### config.mk
export PLATFORM = sky130hd
export DESIGN_NAME = qspq_cell
export DESIGN_NICKNAME = d
export VERILOG_FILES = /design/src/qspq_pkg.sv /design/src/qspq_cell.sv
export SDC_FILE = /design/constraint.sdc
export NUM_CORES = 1
export LEC_CHECK = 0
export BUFFER_PORTS_ARGS = -buffer_cell sky130_fd_sc_hd__buf_2
export CAP_MARGIN = 10
export CELL_PAD_IN_SITES_DETAIL_PLACEMENT = 0
export CELL_PAD_IN_SITES_GLOBAL_PLACEMENT = 2
export CORE_ASPECT_RATIO = 1.25
export CORE_MARGIN = 3
export CORE_UTILIZATION = 25
export CTS_CLUSTER_DIAMETER = 150
export DETAILED_ROUTE_END_ITERATION = 12
export PLACE_DENSITY_LB_ADDON = 0.05
export SYNTH_ARGS = -nofsm -noshare
export SYNTH_HDL_FRONTEND = slang
export SYNTH_SLANG_ARGS = --single-unit
### constraint.sdc
create_clock -name i_clk -period 7.9 [get_ports i_clk]
set_input_delay 0.79 -clock i_clk [delete_from_list [all_inputs] [get_ports i_clk]]
set_output_delay 0.79 -clock i_clk [all_outputs]
set_load 0.05 [all_outputs]
### src/qspq_pkg.sv
// ----------------------------------------------------------------------------
// qspq_pkg
// types and constants shared by the split priority queue
// ----------------------------------------------------------------------------
package qspq_pkg;

    // result status codes
    localparam logic [1:0] ST_OK    = 2'd0;
    localparam logic [1:0] ST_FULL  = 2'd1;
    localparam logic [1:0] ST_EMPTY = 2'd2;

    // command kinds
    localparam logic KIND_PUSH = 1'b0;
    localparam logic KIND_POP  = 1'b1;

    // register map, word index
    localparam logic REG_TIME_QUANTUM = 1'b0;
    localparam logic [15:0] QUANTUM_RESET = 16'd4;

    typedef struct packed {
        logic [15:0] id;
        logic [15:0] slice;
        logic [7:0]  prio;
        logic        last;
    } t_entry;

    // what each cell hands to its right neighbor
    typedef struct packed {
        t_entry ent;
        logic   keep;
    } t_link;

    // broadcast operation to all cells
    typedef struct packed {
        logic   ins;
        logic   pop;
        t_entry ent;
    } t_cell_op;

endpackage

### src/qspq_cell.sv
// ----------------------------------------------------------------------------
// qspq_cell
// one slot of the sorted shift array
// ----------------------------------------------------------------------------
module qspq_cell (
    input  logic              i_clk,
    input  qspq_pkg::t_cell_op i_op,
    input  logic              i_occ,
    input  qspq_pkg::t_link   i_prev,
    input  qspq_pkg::t_entry  i_next,
    output qspq_pkg::t_link   o_link
);
    import qspq_pkg::*;

    t_entry r_ent;
    t_entry n_ent;
    logic   keep;

    // new word goes behind this entry
    assign keep = i_occ && ((r_ent.prio < i_op.ent.prio) ||
                  ((r_ent.prio == i_op.ent.prio) && (r_ent.slice >= i_op.ent.slice)));

    always_comb begin
        n_ent = r_ent;
        priority if (i_op.ins) begin
            if (keep) begin
                n_ent = r_ent;
            end else if (i_prev.keep) begin
                n_ent = i_op.ent;
            end else begin
                n_ent = i_prev.ent;
            end
        end else if (i_op.pop) begin
            n_ent = i_next;
        end else begin
            n_ent = r_ent;
        end
    end

    always_ff @(posedge i_clk) begin
        r_ent <= n_ent;
    end

    assign o_link = '{ent: r_ent, keep: keep};

endmodule

Word-level counts from Yosys, hierarchy flattened:

Index checks and enable logic that the tools add are counted.
Widths: inputs -> output; s select.

* output and inout port bits: 42
* bits in registers: 41
* logic and storage cells: 17
* input bits: 128

* reduce and logical (&&, ||, !) cells: 5
* magnitude comparators: 2
* multiplexer cells: 4
* equal/unequal tests: 2

Operator list (count)
* $mux 41: 4
* $ge 16x16->1: 1
* $eq 8x8->1: 1
* $lt 8x8->1: 1
* $logic_and 1x1->1: 2
* $ne 2x2->1 const B: 1
* $reduce_and 2->1: 1
* $reduce_bool 2->1: 1
* $logic_or 1x1->1: 1

Depth between registers and ports, before layout:

Gate-level depths: netlist of run 1.

* depth after elaboration: 6
* mapped depth: 8
* mapped depth without buffers: 7

Worst setup path before layout of run 1:

No wires, ideal clock.

* path type: input to register
* from: in i_op[9] in the netlist's numbering
* to: reg r_ent, in the netlist o_link[10], enable pin
* data required time: 7.399 ns
* setup time: 0.501 ns
* arrival time: 4.743 ns
* path slack: 2.655 ns
* path buffers: 0
* cell stages on the path: 6
* cell sequence: ha_1 > nand2b_1 > a2111oi_0 > or4b_1 > nand3_2 > a211oi_1

* longest elaborated chain between the ends: 6

Ends and longest elaborated chain
* from (decl): line qspq_cell.sv:7 `input qspq_pkg::t_cell_op i_op,`
* $ge 16x16->1: line qspq_cell.sv:21 `((r_ent.prio == i_op.ent.prio) && (r_ent.slice >= i_op.ent.slice)));`
* $logic_and 1x1->1: line qspq_cell.sv:21
* $logic_or 1x1->1: line qspq_cell.sv:20 `assign keep = i_occ && ((r_ent.prio < i_op.ent.prio) ||`
* $logic_and 1x1->1: line qspq_cell.sv:20
* $ne 2x2->1 (no source line)
* $reduce_and 2->1 (no source line)
* to (signal assigned): line qspq_cell.sv:41 `r_ent <= n_ent;`
* to (decl): line qspq_cell.sv:15 `t_entry r_ent;`

No other way between the ends.
A chain may end at the register's enable or synchronous reset.

==> out/summary.txt, run 1 <==
Die X: 99.0 um
Pleak: 0.00192 uW
status: complete, no violations
largest net degree at the start of global routing: 85
Starting Density: 26.2%
fin nets: 584
final period utilization: 43.0%
total CTS buffers: 5
initial antenna violation count: 1
Max Used Layer: met5
Logic pwr share: 32.8%
Yosys Warn Count: 0
Yosys reg bits: 41
# port buffers: 169
final setup TNS: 0 ns
crit end category: primary output
worst r2r src: o_link[10]$_DFFE_PP_
maximum vdd drop: 0.0877 mV
RSZ-0062 raised after global routing: false
num rows: 41
first-pass GRT wire length: 11.7 mm
Antenna diodes: 0
Min Clock Period, post-route: 3.40 ns
final setup fails: 0
sequential share of power: 39.6%
area leader, netlist: edfxtp_1
Rel. slew slack: 38.4%
Chip Height: 122 um
Ports: 170
Setup Crit Path Kind: primary input to primary output
core area: 10,300 um^2
Starting DRT DRC Count: 81
Hold Fails Final Rpt: 0
Unique masters post-synth: 26
placed insts: 554
max FFs per register: 41
remaining antenna violation count: 0
Worst-Skew Late Latency: 0.28 ns
grt ovf: 0
startpoint types: primary input
Die Area: 12,100 um^2
CTS tree: yes
H-tree depth reported by CTS: 2
clock buffer depth: 2
met3 routed WL: 755 um
clock slew seen by the registers of the worst setup and hold paths: 0.06 ns
ratio of cells with drive above 1 in the final layout: 41.8%
Slew @ Worst Pin: 0.921 ns
DR DRC count: 0
commonest non-fill, non-tap cell in the layout: buf_2
DR WL/cell: 13.8 um
Final Slew Violations: 0
hold buffer count at cts: 0
vias: 2,449
root buf cell: clkbuf_16
Netlist Area Pre-Place: 2700 um^2
Synth area leaders: edfxtp_1, mux2i_1, ha_1
Critical Path AT: 2.61 ns
post-CTS setup buffer count: 0
Clock Skew: 0.00346 ns
P_sw: 245 uW
GRT Total Usage: 12.4%
hold_sp: i_next[11]
Non-Filler Instances: 562
CP Max Fanout: 3
Hold Crit Class: primary input to flip-flop
Synth top area share: 45.6%
fmax: 294 MHz
Clock Sinks: 41
crit path launch: i_op[23]
Via-to-Cell Ratio: 4.36
max cap viols: 0
synthesis-to-finish area growth: 41.3%
leading cell types in the layout, fill and taps excluded: buf_2, a21oi_1, nor2_1, mux2i_1, edfxtp_1
vias in the first global route: 2,408
HPWL after detailed placement: 6.06 mm
RD Place Congestion: 0.694
sw frac: 34.8%
met1 wire length: 3.13 mm
WL met2: 3.74 mm
internal power: 459 uW
share of the yosys chip area belonging to registers: 45.6%
drt pass-1 iters: 6
gate count after technology mapping: 268
syn avg cell area: 10.1 um^2
cts repair resizes: 0
Post-Route WL: 7.74 mm
pwr dens: 185 nW/um^2
Clock power frac: 27.6%
Syn Nets: 420
WP data required: 7.11 ns
synthesized netlist by cell type:
cell type and number:
a2111oi_0 3, a211oi_1 1, a21o_1 1, a21oi_1 50, a2bb2oi_1 1, buf_1 3
buf_2 4, buf_4 1, clkbuf_1 7, edfxtp_1 41, ha_1 24, inv_1 25
mux2i_1 41, nand2_1 6, nand2b_1 1, nand3_1 2, nand3_2 1, nand4_1 4
nor2_1 43, nor2b_1 1, nor3_1 2, nor3_2 1, o211ai_1 1, o21a_1 2
o21ai_0 1, or4b_1 1
path summary, 6_finish.rpt:
path | to | slack, ns | depth (start not counted)
setup / recovery | o_link[0] | 4.50 | 9
hold reg to reg | o_link[6]$_DFFE_PP_ | 1.03 | 4
hold / removal | o_link[12]$_DFFE_PP_ | 0.83 | 3
setup reg to reg | o_link[21]$_DFFE_PP_ | 4.81 | 8
per-layer routing:
layer  GRT usage (%)  vias to the layer above
li1                -                     1293
met1            14.7                     1043
met2            21.1                      103
met3            4.41                        8
met4            3.59                        2
met5               0                        -
final cells by class:
type,instances,area [um^2]
Clock buffer,5,125
Inverter,25,93.8
Sequential cell,41,1230
Clock inverter,3,12.5
Multi-Input combinational cell,187,1320
Tap cell,129,161
Fill cell,1115,6500
Timing Repair Buffer,172,868
cells by family (layout without fill, tap and decap cells):
| family | count (synthesis) | after routing | share of synthesized area (%) |
|---|---|---|---|
| AND/OR/NAND/NOR | 62 | 62 | 10.1 |
| AO/OA/AOI/OAI | 60 | 60 | 12.1 |
| multiplexers | 41 | 41 | 15.2 |
| flip-flops | 41 | 41 | 45.6 |
| buffers and inverters | 40 | 205 | 5.89 |
| adder cells (fa/ha/maj) | 24 | 24 | 11.1 |
through the flow:
| step | setup slack [ns] | power, uW | area, um^2 | util (%) | hold slack, ns |
|---|---|---|---|---|---|
| finish | 4.50 | 704 | 3810 | 37.0 | 0.829 |
| global placement | 4.28 | 518 | 3680 | 35.7 | 1.02 |
| global route | 4.30 | 748 | 3810 | 37.0 | 0.837 |
| detailed placement | 4.23 | 519 | 3680 | 35.7 | 1.04 |
| floorplan | 2.66 | 442 | 2700 | - | 1.02 |
| CTS | 4.46 | 718 | 3810 | 37.0 | 0.826 |
power by group through the flow:
| stage | Sequential [uW] | Clock [uW] | Combinational [uW] |
|---|---|---|---|
| floorplan | 365 | 0 | 76.9 |
| global placement | 283 | 0 | 235 |
| detailed placement | 283 | 0 | 235 |
| CTS | 279 | 203 | 236 |
| global route | 282 | 213 | 254 |
| finish | 279 | 194 | 231 |
worst max-delay path, stage by stage:
cell and delay [ns]:
buf_2 0.10, inv_1 0.04, ha_1 0.30, nand4_1 0.16
nor3_2 0.22, or4b_1 0.47, nand3_2 0.12, a21o_1 0.13
buf_2 0.27
No activity file was read; power rests on OpenSTA's default activity.
==> run 2, diff against run 1 <==
- CORE_UTILIZATION: 25 -> 21
- clock period: 7.9 -> 2.8 ns (I/O delays scaled with it)
==> out/summary.txt, run 2 (synthesis results as in run 1) <==
remaining antenna violation count: 0 (unchanged)
ratio of cells with drive above 1 in the final layout: 41.8% (about the same)
cts repair resizes: 0 (unchanged)
commonest non-fill, non-tap cell in the layout: buf_2
Slew @ Worst Pin: 0.810 ns (-0.110 ns)
status: complete, no violations
H-tree depth reported by CTS: 2 (unchanged)
first-pass GRT wire length: 12.8 mm (+9.6%)
internal power: 1310 uW (+190%)
post-route design area: 3880 um^2 (+1.8%)
final setup fails: 0 (unchanged)
Die Area: 14,300 um^2 (+18%)
dpl cell area: 3750 um^2 (+1.9%)
leading cell types in the layout, fill and taps excluded: buf_2, a21oi_1, nor2_1, mux2i_1, edfxtp_1
pwr dens: 515 nW/um^2 (+180%)
R2R setup slack: 0.41 ns (-4.40 ns)
Ports: 170 (unchanged)
WP data required: 2.52 ns (-4.59 ns)
CTS tree: yes
Critical Path AT: 2.35 ns (-0.26 ns)
max FFs per register: 41 (unchanged)
maximum vdd drop: 0.236 mV (+170%)
Rel. slew slack: 44.6% (+6.1 points)
Pleak: 0.00193 uW (+0.59%)
Final Slew Violations: 0 (unchanged)
crit end category: primary output
P_sw: 690 uW (+180%)
RSZ-0062 raised after global routing: false
post-CTS setup buffer count: 0 (unchanged)
clock slew seen by the registers of the worst setup and hold paths: 0.06 ns (about the same)
Hold Fails Final Rpt: 0 (unchanged)
Clock Skew: 0.00361 ns (+0.000148 ns)
Logic pwr share: 33.2% (+0.4 points)
sequential share of power: 39.3% (-0.3 points)
total power: 2000 uW (+180%)
max cap viols: 0 (unchanged)
fin nets: 586 (+0.34%)
Hold Crit Class: primary input to flip-flop
synthesis-to-finish area growth: 43.9%
total CTS buffers: 5 (unchanged)
CP Max Fanout: 3 (unchanged)
WL met2: 4.08 mm (+9.3%)
Antenna diodes: 0 (unchanged)
Worst-Skew Late Latency: 0.28 ns (about the same)
grt ovf: 0 (unchanged)
startpoint types: flip-flop
HPWL after detailed placement: 6.59 mm (+8.7%)
placed insts: 591 (+6.7%)
met3 routed WL: 697 um (-7.7%)
root buf cell: clkbuf_16
core area: 12,400 um^2 (+20%)
vias in the first global route: 2,651 (+10%)
num rows: 45 (+9.8%)
Max Used Layer: met4
Non-Filler Instances: 599 (+6.6%)
hold_sp: i_next[37]
vias: 2,453 (+0.16%)
Starting Density: 21.8% (-4.4 points)
Chip Height: 133 um (+8.7%)
clock buffer depth: 2 (unchanged)
final period utilization: 94.0%
RD Place Congestion: 0.686 (-1.2%)
drt pass-1 iters: 4 (-2)
Clock Sinks: 41 (unchanged)
largest net degree at the start of global routing: 83 (-2.4%)
worst r2r src: o_link[10]$_DFFE_PP_
DR DRC count: 0 (unchanged)
Via-to-Cell Ratio: 4.10 (-6.0%)
Clock power frac: 27.5% (about the same)
# port buffers: 169 (unchanged)
Setup Crit Path Kind: flip-flop to primary output
Min Clock Period, post-route: 2.63 ns
met1 wire length: 3.28 mm (+4.8%)
crit path launch: o_link[24]$_DFFE_PP_
sw frac: 34.5% (-0.30 points)
initial antenna violation count: 0 (-1)
hold buffer count at cts: 0 (unchanged)
DR WL/cell: 13.6 um (-1.0%)
Post-Route WL: 8.17 mm (+5.5%)
Starting DRT DRC Count: 49 (-40%)
fmax: 380 MHz
Die X: 107 um (+8.6%)
GRT Total Usage: 11.4% (-0.99 points)
run 2: cell count changes in the layout (fill, tap and decap cells not counted), sizes merged:
cell    previous run  this run
clkinv             3         0
clkbuf             5         8
buf              172       174
run 2: final timing paths:
check	endpoint	cells past startpoint
max reg2reg	o_link[23]$_DFFE_PP_	8
max	o_link[0]	7
min	o_link[38]$_DFFE_PP_	3
min reg2reg	o_link[8]$_DFFE_PP_	5
run 2: final cells by class:
class / count / area, um^2
clock buffers: 8 / 136
fillers: 1366 / 8500
inverters: 25 / 93.8
multi-input cells: 187 / 1320
flip-flops and latches: 41 / 1230
well taps: 164 / 205
repair buffers: 174 / 896
run 2: critical path: stages (launching register included):
cell	delay (ns)
edfxtp_1	0.39
ha_1	0.32
nand4_1	0.17
nor3_2	0.23
or4b_1	0.47
nand3_2	0.12
a21o_1	0.11
buf_2	0.26
run 2: layer usage:
metal	up-vias	global-route usage, %
met1	1055	12.9
met5	-	0
met3	6	3.76
met4	0	3.23
li1	1298	-
met2	94	20.2
run 2: per-stage QoR:
step | utilization [%] | TNS, ns | hold slack (ns) | setup slack, ns
6_report | 31.4 | 0 | 0.325 | 0.168
5_1_grt | 31.4 | 0 | 0.332 | 0.000262
4_1_cts | 31.4 | 0 | 0.318 | 0.0898
3_5_place_dp | 30.3 | 0 | 0.607 | 0.373
3_3_place_gp | 30.3 | 0 | 0.599 | 0.401
2_1_floorplan | - | -17.83 | 0.506 | -0.435
run 2: power groups by stage:
stage | logic, uW | clock network [uW] | registers [uW]
2_1_floorplan | 221 | 0 | 1030
3_3_place_gp | 679 | 0 | 798
3_5_place_dp | 678 | 0 | 800
4_1_cts | 680 | 580 | 787
5_1_grt | 732 | 605 | 794
6_report | 664 | 551 | 786
